## src/design/twjs_pkg.sv

```systemverilog
package twjs_pkg;
	typedef enum logic [1:0] {
		CMD_ADD = 2'd0,
		CMD_TICK = 2'd1,
		CMD_REMOVE = 2'd2,
		CMD_REPORT = 2'd3
	} cmd_t;

	typedef enum logic [2:0] {
		EV_ADDED = 3'd0,
		EV_RUN = 3'd1,
		EV_FINISHED = 3'd2,
		EV_DISCARDED = 3'd3,
		EV_REMOVED = 3'd4,
		EV_NO_TICKET = 3'd5,
		EV_FULL = 3'd6,
		EV_TICK_DONE = 3'd7
	} ev_t;

	localparam logic [31:0] END_UNLIMITED = 32'hffff_ffff;
	localparam logic [8:0] TOKENS_MAX = 9'h1ff;
	localparam logic [15:0] WAIT_MAX = 16'hffff;

	typedef struct packed {
		logic [1:0] cmd;
		logic [3:0] weight;
		logic [15:0] delay_ms;
		logic [15:0] runtime_ms;
		logic unlimited;
		logic can_discard;
		logic [31:0] job_ticket;
		logic done_req;
		logic [31:0] now_ms;
		logic [15:0] frame_ms;
	} item_t;

	typedef struct packed {
		logic [2:0] event_res;
		logic [31:0] out_ticket;
		logic [15:0] run_time_ms;
		logic first_run;
		logic last;
	} res_t;
endpackage

```

## src/design/twjs_front.sv

```systemverilog
module twjs_front #(
	parameter int DEPTH = 2
) (
	input logic clk,
	input logic arst_n,
	input logic in_valid,
	output logic in_ready,
	input twjs_pkg::item_t in_item,
	output logic q_valid,
	input logic q_ready,
	output twjs_pkg::item_t q_item
);
	localparam int AW = (DEPTH > 1) ? $clog2(DEPTH) : 1;

	twjs_pkg::item_t mem_q [DEPTH];
	logic [AW-1:0] wp_q, rp_q;
	logic [AW:0] cnt_q;
	logic push, pop;

	assign in_ready = (cnt_q != (AW+1)'(DEPTH));
	assign q_valid = (cnt_q != '0);
	assign q_item = mem_q[rp_q];
	assign push = in_valid && in_ready;
	assign pop = q_valid && q_ready;

	always_ff @(posedge clk) begin
		if (push) begin
			mem_q[wp_q] <= in_item;
		end
	end

	always_ff @(posedge clk or negedge arst_n) begin
		if (!arst_n) begin
			wp_q <= '0;
			rp_q <= '0;
			cnt_q <= '0;
		end else begin
			if (push) begin
				wp_q <= (wp_q == AW'(DEPTH - 1)) ? '0 : wp_q + 1'b1;
			end
			if (pop) begin
				rp_q <= (rp_q == AW'(DEPTH - 1)) ? '0 : rp_q + 1'b1;
			end
			cnt_q <= cnt_q + (AW+1)'(push) - (AW+1)'(pop);
		end
	end
endmodule

```

## src/design/twjs_back.sv

```systemverilog
module twjs_back #(
	parameter int SLOTS = 16
) (
	input logic clk,
	input logic arst_n,
	input logic [7:0] threshold,
	input logic q_valid,
	output logic q_ready,
	input twjs_pkg::item_t q_item,
	output logic out_valid,
	input logic out_ready,
	output twjs_pkg::res_t out_res
);
	localparam int SW = (SLOTS > 1) ? $clog2(SLOTS) : 1;

	typedef enum logic [3:0] {
		ST_IDLE = 4'b0001,
		ST_SCAN = 4'b0010,
		ST_EMIT = 4'b0100,
		ST_DONE = 4'b1000
	} state_t;

	state_t state_q;
	twjs_pkg::item_t it_q;
	logic [SW-1:0] idx_q;
	logic [SLOTS-1:0] valid_q;
	logic [31:0] ticket_ctr_q;
	logic [31:0] tk_q [SLOTS];
	logic [3:0] wt_q [SLOTS];
	logic [8:0] tok_q [SLOTS];
	logic [31:0] st_q [SLOTS];
	logic [31:0] en_q [SLOTS];
	logic [15:0] wait_q [SLOTS];
	logic [1:0] fl_q [SLOTS];
	logic out_v_q;
	twjs_pkg::res_t out_q;

	logic [SW-1:0] free_idx, hit_idx;
	logic free_any, hit_any;
	logic [31:0] now;
	logic in_win, expired, run_now;
	logic [16:0] rt_sum;
	logic [15:0] rt_sat;
	logic [9:0] tk_sum;
	logic last_slot, out_free, out_load;

	always_comb begin
		free_idx = '0;
		free_any = 1'b0;
		hit_idx = '0;
		hit_any = 1'b0;
		for (int i = SLOTS - 1; i >= 0; i--) begin
			if (!valid_q[i]) begin
				free_idx = SW'(i);
				free_any = 1'b1;
			end
			if (valid_q[i] && tk_q[i] == q_item.job_ticket) begin
				hit_idx = SW'(i);
				hit_any = 1'b1;
			end
		end
	end

	assign now = it_q.now_ms;
	assign in_win = (st_q[idx_q] <= now) && (now < en_q[idx_q]);
	assign expired = (now >= en_q[idx_q]);
	assign run_now = in_win && (tok_q[idx_q] >= {1'b0, threshold});
	assign rt_sum = {1'b0, wait_q[idx_q]} + {1'b0, it_q.frame_ms};
	assign rt_sat = rt_sum[16] ? twjs_pkg::WAIT_MAX : rt_sum[15:0];
	assign tk_sum = {1'b0, tok_q[idx_q]} + {6'd0, wt_q[idx_q]};
	assign last_slot = (idx_q == SW'(SLOTS - 1));
	assign out_free = !out_v_q || out_ready;
	assign q_ready = (state_q == ST_IDLE) && out_free;
	assign out_valid = out_v_q;
	assign out_res = out_q;
	assign out_load = out_free && (
		(state_q == ST_IDLE && q_valid && q_item.cmd != twjs_pkg::CMD_TICK &&
			(q_item.cmd != twjs_pkg::CMD_REPORT || !hit_any || q_item.done_req)) ||
		(state_q == ST_SCAN && valid_q[idx_q] &&
			(run_now || (expired && fl_q[idx_q][1]))) ||
		(state_q == ST_DONE));

	always_ff @(posedge clk) begin
		if (state_q == ST_IDLE && q_valid && out_free) begin
			it_q <= q_item;
			if (q_item.cmd == twjs_pkg::CMD_ADD && free_any) begin
				tk_q[free_idx] <= ticket_ctr_q + 32'd1;
				wt_q[free_idx] <= q_item.weight;
				tok_q[free_idx] <= {5'd0, q_item.weight};
				st_q[free_idx] <= q_item.now_ms + {16'd0, q_item.delay_ms};
				en_q[free_idx] <= q_item.unlimited ? twjs_pkg::END_UNLIMITED :
					q_item.now_ms + {16'd0, q_item.delay_ms} + {16'd0, q_item.runtime_ms};
				wait_q[free_idx] <= '0;
				fl_q[free_idx] <= {q_item.can_discard, 1'b0};
			end
		end else if (state_q == ST_SCAN && valid_q[idx_q] && in_win) begin
			if (run_now) begin
				if (out_free) begin
					fl_q[idx_q][0] <= 1'b1;
					tok_q[idx_q] <= {5'd0, wt_q[idx_q]};
					wait_q[idx_q] <= '0;
				end
			end else begin
				tok_q[idx_q] <= tk_sum[9] ? twjs_pkg::TOKENS_MAX : tk_sum[8:0];
				wait_q[idx_q] <= rt_sat;
			end
		end
		if (state_q == ST_IDLE && q_valid && out_free) begin
			out_q.run_time_ms <= '0;
			out_q.first_run <= 1'b0;
			out_q.last <= 1'b1;
			unique case (q_item.cmd)
				twjs_pkg::CMD_ADD: begin
					out_q.event_res <= free_any ? twjs_pkg::EV_ADDED : twjs_pkg::EV_FULL;
					out_q.out_ticket <= free_any ? ticket_ctr_q + 32'd1 : '0;
				end
				twjs_pkg::CMD_TICK: begin
					out_q.event_res <= twjs_pkg::EV_TICK_DONE;
					out_q.out_ticket <= '0;
				end
				twjs_pkg::CMD_REMOVE: begin
					out_q.event_res <= hit_any ? twjs_pkg::EV_REMOVED :
						twjs_pkg::EV_NO_TICKET;
					out_q.out_ticket <= q_item.job_ticket;
				end
				default: begin
					out_q.event_res <= hit_any ? twjs_pkg::EV_FINISHED :
						twjs_pkg::EV_NO_TICKET;
					out_q.out_ticket <= q_item.job_ticket;
				end
			endcase
		end else if (state_q == ST_SCAN && out_free && valid_q[idx_q]) begin
			out_q.last <= 1'b0;
			out_q.out_ticket <= tk_q[idx_q];
			if (run_now) begin
				out_q.event_res <= twjs_pkg::EV_RUN;
				out_q.run_time_ms <= rt_sat;
				out_q.first_run <= !fl_q[idx_q][0];
			end else begin
				out_q.event_res <= twjs_pkg::EV_DISCARDED;
				out_q.run_time_ms <= '0;
				out_q.first_run <= 1'b0;
			end
		end else if (state_q == ST_DONE && out_free) begin
			out_q.event_res <= twjs_pkg::EV_TICK_DONE;
			out_q.out_ticket <= '0;
			out_q.run_time_ms <= '0;
			out_q.first_run <= 1'b0;
			out_q.last <= 1'b1;
		end
	end

	always_ff @(posedge clk or negedge arst_n) begin
		if (!arst_n) begin
			state_q <= ST_IDLE;
			idx_q <= '0;
			valid_q <= '0;
			ticket_ctr_q <= '0;
			out_v_q <= 1'b0;
		end else begin
			if (out_load) begin
				out_v_q <= 1'b1;
			end else if (out_ready) begin
				out_v_q <= 1'b0;
			end
			unique case (state_q)
				ST_IDLE: begin
					if (q_valid && out_free) begin
						idx_q <= '0;
						case (q_item.cmd)
							twjs_pkg::CMD_ADD: begin
								if (free_any) begin
									valid_q[free_idx] <= 1'b1;
									ticket_ctr_q <= ticket_ctr_q + 32'd1;
								end
							end
							twjs_pkg::CMD_TICK: begin
								state_q <= ST_SCAN;
							end
							twjs_pkg::CMD_REMOVE: begin
								if (hit_any) begin
									valid_q[hit_idx] <= 1'b0;
								end
							end
							default: begin
								if (hit_any && q_item.done_req) begin
									valid_q[hit_idx] <= 1'b0;
								end
							end
						endcase
					end
				end
				ST_SCAN: begin
					if (valid_q[idx_q] && (run_now || (expired && fl_q[idx_q][1]))) begin
						if (out_free) begin
							if (!run_now) begin
								valid_q[idx_q] <= 1'b0;
							end
							idx_q <= idx_q + 1'b1;
							if (last_slot) begin
								state_q <= ST_DONE;
							end
						end
					end else begin
						if (valid_q[idx_q] && !in_win && expired) begin
							valid_q[idx_q] <= 1'b0;
						end
						idx_q <= idx_q + 1'b1;
						if (last_slot) begin
							state_q <= ST_DONE;
						end
					end
				end
				ST_DONE: begin
					if (out_free) begin
						state_q <= ST_IDLE;
					end
				end
				default: begin
					state_q <= ST_IDLE;
				end
			endcase
		end
	end
endmodule

```

## src/design/token_window_job_scheduler_top.sv

```systemverilog
// Add, remove and report items pass through the queue, then the registered result.
// A tick item walks every slot, one slot per cycle while the output is not stalled,
// then emits its closing event.
// A two-entry queue decouples input acceptance from the slot engine.
// arst_n clears all slots, the ticket counter and sets the threshold to 4.
module token_window_job_scheduler_top #(
	parameter int SLOTS = 16
) (
	input logic clk,
	input logic arst_n,
	input logic cfg_we,
	input logic [7:0] cfg_wdata,
	input logic in_valid,
	output logic in_ready,
	input logic [1:0] cmd,
	input logic [3:0] weight,
	input logic [15:0] delay_ms,
	input logic [15:0] runtime_ms,
	input logic unlimited,
	input logic can_discard,
	input logic [31:0] job_ticket,
	input logic done_req,
	input logic [31:0] now_ms,
	input logic [15:0] frame_ms,
	output logic out_valid,
	input logic out_ready,
	output logic [2:0] event_res,
	output logic [31:0] out_ticket,
	output logic [15:0] run_time_ms,
	output logic first_run,
	output logic last
);
	logic [7:0] threshold_q;
	twjs_pkg::item_t in_item, q_item;
	twjs_pkg::res_t res;
	logic q_valid, q_ready;

	always_ff @(posedge clk or negedge arst_n) begin
		if (!arst_n) begin
			threshold_q <= 8'd4;
		end else if (cfg_we) begin
			threshold_q <= cfg_wdata;
		end
	end

	assign in_item = '{cmd: cmd, weight: weight, delay_ms: delay_ms,
		runtime_ms: runtime_ms, unlimited: unlimited, can_discard: can_discard,
		job_ticket: job_ticket, done_req: done_req, now_ms: now_ms,
		frame_ms: frame_ms};

	twjs_front #(.DEPTH(2)) u_front (
		.clk(clk), .arst_n(arst_n), .in_valid(in_valid), .in_ready(in_ready),
		.in_item(in_item), .q_valid(q_valid), .q_ready(q_ready), .q_item(q_item)
	);

	twjs_back #(.SLOTS(SLOTS)) u_back (
		.clk(clk), .arst_n(arst_n), .threshold(threshold_q), .q_valid(q_valid),
		.q_ready(q_ready), .q_item(q_item), .out_valid(out_valid),
		.out_ready(out_ready), .out_res(res)
	);

	assign event_res = res.event_res;
	assign out_ticket = res.out_ticket;
	assign run_time_ms = res.run_time_ms;
	assign first_run = res.first_run;
	assign last = res.last;
endmodule

```

## config.mk

```make
export PLATFORM = sky130hd
export DESIGN_NAME = token_window_job_scheduler_top
export DESIGN_NICKNAME = d
export VERILOG_FILES = /design/src/design/twjs_pkg.sv /design/src/design/twjs_front.sv /design/src/design/twjs_back.sv /design/src/design/token_window_job_scheduler_top.sv
export SDC_FILE = /design/constraint.sdc
export NUM_CORES = 2
export LEC_CHECK = 0
export BUFFER_PORTS_ARGS = -buffer_cell sky130_fd_sc_hd__buf_4
export CAP_MARGIN = 30
export CORE_MARGIN = 2
export CORE_UTILIZATION = 55
export CTS_BUF_LIST = sky130_fd_sc_hd__clkbuf_4
export DETAILED_ROUTE_END_ITERATION = 12
export PLACE_DENSITY = 0.71
export SYNTH_ARGS = -nofsm -noshare
export SYNTH_HDL_FRONTEND = slang
export SYNTH_HIERARCHICAL = 1
export SYNTH_SLANG_ARGS = --single-unit
```

## constraint.sdc

```tcl
create_clock -name clk -period 25.5 [get_ports clk]
set_input_delay 3.825 -clock clk [delete_from_list [all_inputs] [get_ports clk]]
set_output_delay 3.825 -clock clk [all_outputs]
set_load 0.01 [all_outputs]
```

# Word level (Yosys, flattened, before mapping)

Memories as Yosys holds them, arrays and structs flattened.
Cells that the tools add are included.

Register bits after elaboration: 170
Bits in writable memories: 2274
Input port bits: 134
Output and inout bits: 55
Logic and storage cells: 286
Memories: 8

Memory list:

| memory        | depth | width | read ports | clocked after Yosys merged registers in | write ports | line             | RTL |
|---|---|---|---|---|---|---|---|
| u_back.en_q   | 16    | 32    | 1          | 0                                       | 1           | twjs_back.sv:32  | `logic [31:0] en_q [SLOTS];` |
| u_back.st_q   | 16    | 32    | 1          | 0                                       | 1           | twjs_back.sv:31  | `logic [31:0] st_q [SLOTS];` |
| u_back.tk_q   | 16    | 32    | 17         | 0                                       | 1           | twjs_back.sv:28  | `logic [31:0] tk_q [SLOTS];` |
| u_back.wait_q | 16    | 16    | 1          | 0                                       | 1           | twjs_back.sv:33  | `logic [15:0] wait_q [SLOTS];` |
| u_front.mem_q | 2     | 121   | 1          | 0                                       | 1           | twjs_front.sv:15 | `twjs_pkg::item_t mem_q [DEPTH];` |
| u_back.tok_q  | 16    | 9     | 1          | 0                                       | 1           | twjs_back.sv:30  | `logic [8:0] tok_q [SLOTS];` |
| +2 memories   | --    | --    | --         | --                                      | --          | --               |  |

Add/subtract/negate cells: 10
$lt $le $gt $ge: 10
Equality and inequality tests: 35
Muxes and demuxes: 135
Bitwise operators: 7
Reduce and logical (&&, ||, !) cells: 65

Operators by type and width:

| cell                                                                          | number |
|---|---|
| 32-bit == test                                                                | 16 |
| 16-bit 2-to-1 mux                                                             | 11 |
| 4-bit 2-to-1 mux                                                              | 44 |
| 53-bit 2-to-1 mux                                                             | 3 |
| 35-bit one-hot mux with 3 select lines                                        | 1 |
| 32-bit by 16-bit adder with 32-bit output                                     | 2 |
| 32-bit 2-to-1 mux                                                             | 2 |
| 1-bit 2-to-1 mux                                                              | 57 |
| 16-bit one-hot mux with 3 select lines                                        | 1 |
| 1-bit logical AND                                                             | 42 |
| 32-bit by 1-bit adder with 32-bit output (second input constant)              | 1 |
| 16-bit bitwise AND                                                            | 2 |
| 32-bit >= comparator                                                          | 1 |
| 32-bit less-or-equal comparator                                               | 1 |
| 32-bit less-than comparator                                                   | 1 |
| 16-bit NOT                                                                    | 2 |
| 16-bit one-hot mux with 2 select lines                                        | 1 |
| 9-bit 2-to-1 mux                                                              | 3 |
| 16-bit by 16-bit adder with 17-bit output                                     | 1 |
| 17-bit 2-to-1 mux                                                             | 1 |
| 16-bit bitwise OR                                                             | 1 |
| 16-bit OR reduction                                                           | 1 |
| 4-bit by 5-bit less-than comparator with 1-bit output (second input constant) | 3 |
| 1-bit demux with 4-bit select                                                 | 3 |
| other kinds (33)                                                              | 61 |

# Longest topological paths before layout

An unclocked memory read counts as a cell.

Depth after elaboration: 29
Gate-level depth with buffers: 25
Mapped depth without buffers: 22

# Modules after synthesis

Netlist, hierarchy kept.

Modules (own cells, without submodules):

| module                         | instances | cells each | area each (µm²) | sequential area each (µm²) |
|---|---|---|---|---|
| twjs_back                      | 1         | 5198       | 95877.0         | 65273.9 |
| twjs_front                     | 1         | 399        | 9285.2          | 7367.1 |
| token_window_job_scheduler_top | 1         | 17         | 332.8           | 201.4 |

# Worst setup path before layout

No wires, ideal clock.

Path kind: input to register
Start: in out_ready
End: mem u_back.en_q[3][0] (enable)
Library setup time: 0.560 ns
Arrival: 10.586 ns
Data required time: 24.940 ns
Path slack: 14.354 ns
Stages: 6
Buffers on the path: 1
Cell sequence: nand2b_1 nand3_1 inv_1 clkbuf_1 nand3_1 nor2_1

Cells in the longest elaborated chain, start to end: 4

RTL lines:

| item               | line                                 | RTL |
|---|---|---|
| start: declaration | token_window_job_scheduler_top.sv:26 | `input logic out_ready,` |
| 1-bit logical OR   | twjs_back.sv:72                      | `assign out_free = !out_v_q \|\| out_ready;` |
| 1-bit logical AND  | twjs_back.sv:84                      | `if (state_q == ST_IDLE && q_valid && out_free) begin` |
| 1-bit 2-to-1 mux   | twjs_back.sv:84                      |  |
| 1-bit 2-to-1 mux   | twjs_back.sv:91                      | `en_q[free_idx] <= q_item.unlimited ? twjs_pkg::END_UNLIMITED :` |
| end: declaration   | twjs_back.sv:32                      |  |

No other way between the ends.

==> out/summary.txt <==
Area growth syn-to-layout: 12.2%
Netlist Area Pre-Place: 105,000 sq um
Core Util, Final: 62.2%
H-tree Lvls: 6
Instance area after placement: 111,000 sq um
Sequential share of the synthesized area: 69.0%
Worst hold-check path type: reg -> reg
Status: finished, final reports clean
Number of global-route vias before repair: 59,500
I/O pin total: 189
Total Routed Length: 290,000 microns
Die area: 195,000 sq um
Finish-stage setup viols: 0
Hold EP: u_back/out_res[16]$_SDFFE_PP0P_
Die Span X: 442 microns
Hold Path Stages: 2
Total track usage: 29.6%
Relative slew slack: 26.7%
CTS Buf Count: 632
Grt ovf: 0
Remaining antenna violation count after routing: 0
CP Capture Type: register
Leakage power: 40.3 nW
Vias per cell: 6.42
Post-CTS Resized: 0
Syn Nets: 5,887
DR DRC count: 0
Final Skew: 125 ps
Fmax: 106 MHz
Routed wire length per instance: 31.2 microns
Internal reg-to-reg setup slack: 16,080 ps
Clock Sinks: 2,443
Nets: 6,613
Clock Path Buffers: 4
Critical path data required time: 26,410 ps
Worst-Margin Slew: 1100 ps
Later-pin clock latency in the skew report: 1400 ps
Synthesis-stage register bit count: 2,443
Pin count of the biggest net entering global routing: 135
Share of cells above drive strength 1: 32.1%
RSZ-0062 raised after global routing: no
Ys async rst share: 2.78%
PwrDens: 111 nW/um^2
Die Y-Extent: 442 microns
Critical path class: reg -> reg
Synth unique cells: 101
Worst-path clk slew: 70 ps
Warnings from Yosys: 6
Post-CTS Setup Inserts: 0
GP Congestion: 0.953
Placeable Area: 190,000 sq um
Worst vdd ir: 0.107 mV
Root Buffer: clkbuf_4
Final Cell Area: 118,000 sq um
Final-report hold violation count: 0
Critical R2R Launch: u_back/idx_q[0]$_DFFE_PN0P_
# hold bufs at CTS: 0
Hold Startpoint: u_back/out_res[16]$_SDFFE_PP0P_
R2R depth: 21
DRT Pass-1 Iters: 7
Fin Setup TNS: 0 ps
Antenna violations before repair: 28
Most used DFF post-synth: edfxtp_1
Port buffer count: 188
Max-cap violations: 0
Cells after Synth: 5,614
CTS tree: built
CP max FO: 43
Min cycle time layout: 9420 ps
Post-synth EDFFs: 2,357
DR iter-0 viols: 8,087
Crit share post-route: 36.9%
Critical path startpoint category: register
Worst reg2reg path endpoint: u_back/st_q[2][17]$_DFFE_PP_
Num rows: 160
Syn avg cell area: 18.8 sq um
Final HPWL DP: 182,000 microns
Initial core utilization: 55.4%
Fill count: 13,500
First-pass GRT wire length: 415,000 microns
Via count of the routed design: 59,600
Slew Limit Fails: 0
Worst path arrival time: 10,330 ps
## flip-flops by register name (all words and copies together) (netlist names)
register             count
u_back/state_q           3
u_back/tk_q            512
threshold_q              8
u_back/fl_q             32
u_back/idx_q             4
u_front/wp_q             1
u_back/now              32
u_front/cnt_q            2
u_back/it_q             16
u_front/mem_q          242
u_back/en_q            512
u_back/wt_q             64
u_front/rp_q             1
u_back/ticket_ctr_q     32
u_back/st_q            512
u_back/tok_q           144
u_back/valid_q          16
u_back/wait_q          256
u_back/out_res          53
u_back/out_valid         1
## layout make-up
type,instances,area [sq um],area share [%]
clock inverters,165,802,0.678
flip-flops and latches,2443,72900,61.6
clock buffers,898,6740,5.70
well taps,2511,3140,2.65
repair buffers,361,3280,2.77
inverters,130,489,0.413
multi-input cells,2772,31000,26.2
diodes,17,42.5,0.0359
## worst max-delay path by stage
stage / startpoint / to / slack (ps) / cells after the start
floorplan: out_ready / u_back/en_q[3][0]$_DFFE_PP_ / 14350 / 6
CTS: u_back/idx_q[0]$_DFFE_PN0P_ / u_back/st_q[2][17]$_DFFE_PP_ / 15090 / 21
detailed placement: u_back/idx_q[0]$_DFFE_PN0P_ / u_back/st_q[2][29]$_DFFE_PP_ / 15150 / 21
global placement: u_back/idx_q[0]$_DFFE_PN0P_ / u_back/en_q[2][16]$_DFFE_PP_ / 14970 / 18
global route: u_back/idx_q[0]$_DFFE_PN0P_ / u_back/st_q[2][17]$_DFFE_PP_ / 15270 / 21
finish: u_back/idx_q[0]$_DFFE_PN0P_ / u_back/st_q[2][17]$_DFFE_PP_ / 16080 / 21
## synthesized netlist by cell type, types with 88 or more instances
library cell,n,share of area [%]
nand4_1,91,0.54
a21oi_1,93,0.44
nor2_1,200,0.71
mux2_4,88,1.3
xor2_1,372,3.1
clkbuf_1,115,0.41
ha_1,135,1.6
xnor2_1,261,2.2
mux4_2,637,14
edfxtp_1,2357,67
nand2_1,142,0.51
inv_1,127,0.45
## kinds of logic after synthesis
group           share of synthesized area (%)
xor+xnor                                 5.26
compound gates                           2.67
flops                                    69.0
simple gates                             3.96
fa+ha+maj                                1.68
mux                                      15.4
buf+inv                                  1.94
## power breakdown
group | total [mW] | leakage, nW | switching [mW] | internal (mW)
logic | 4.32 | 12.5 | 2.87 | 1.45
registers | 5.62 | 23.2 | 0.144 | 5.48
clock network | 3.21 | 4.54 | 1.54 | 1.67
total | 13.2 | 40.3 | 4.56 | 8.59
## worst max-delay path, stage by stage (launching register included)
cell and delay, ps:
dfrtp_4 980, buf_4 430, buf_16 300, buf_4 700, buf_4 290, buf_4 660
mux4_2 590, mux4_2 470, inv_1 190, ha_1 290, nand4_1 140, a21oi_1 60
nor2_1 110, a21oi_1 120, nor3_2 730, nand4_1 210, buf_4 300, inv_2 340
a31oi_2 310, nor2_4 200, buf_4 590, buf_4 700
## per-layer routing
metal	global-route usage (%)	vias to the layer above	part of all wire [%]	wire length (microns)
met2	46.0	3758	47	137000
li1	-	24500	-	-
met5	0	-	0.035	101
met4	13.2	14	4.6	13200
met1	39.9	30700	37	108000
met3	7.32	691	11	31300
## metrics by stage
step	instances	power [mW]	setup WS, ps	hold WS (ps)
6_report	9297	13.2	16080	471
5_1_grt	9292	13.7	15270	516
4_1_cts	9269	13.2	15090	476
3_5_place_dp	8206	9.95	15150	453
3_3_place_gp	8169	9.83	14970	450
2_1_floorplan	5614	8.43	14350	460
## placed cells by master (no fill, tap or decap), drive strengths merged, types with 7 or more instances in the layout
cell type	n
xnor2	261
a31oi	29
dfrtp	66
inv	144
o21a	16
and2	16
o2bb2ai	30
a21oi	94
a211oi	12
o211ai	9
nor3	60
a21boi	12
nand4	91
buf	361
nand2b	24
clkinv	144
and3	26
mux2i	12
a22oi	31
nand2	142
diode	17
nor2	200
o21bai	12
mux2	133
nand3	80
xor2	372
or2	12
clkbuf	898
o32a	11
nor4	90
or3	18
dfxtp	18
ha	135
a21o	23
edfxtp	2357
a211o	7
mux4	637
o21ai	78
nor2b	14
and4	8
No activity file was read; power rests on OpenSTA's default activity.
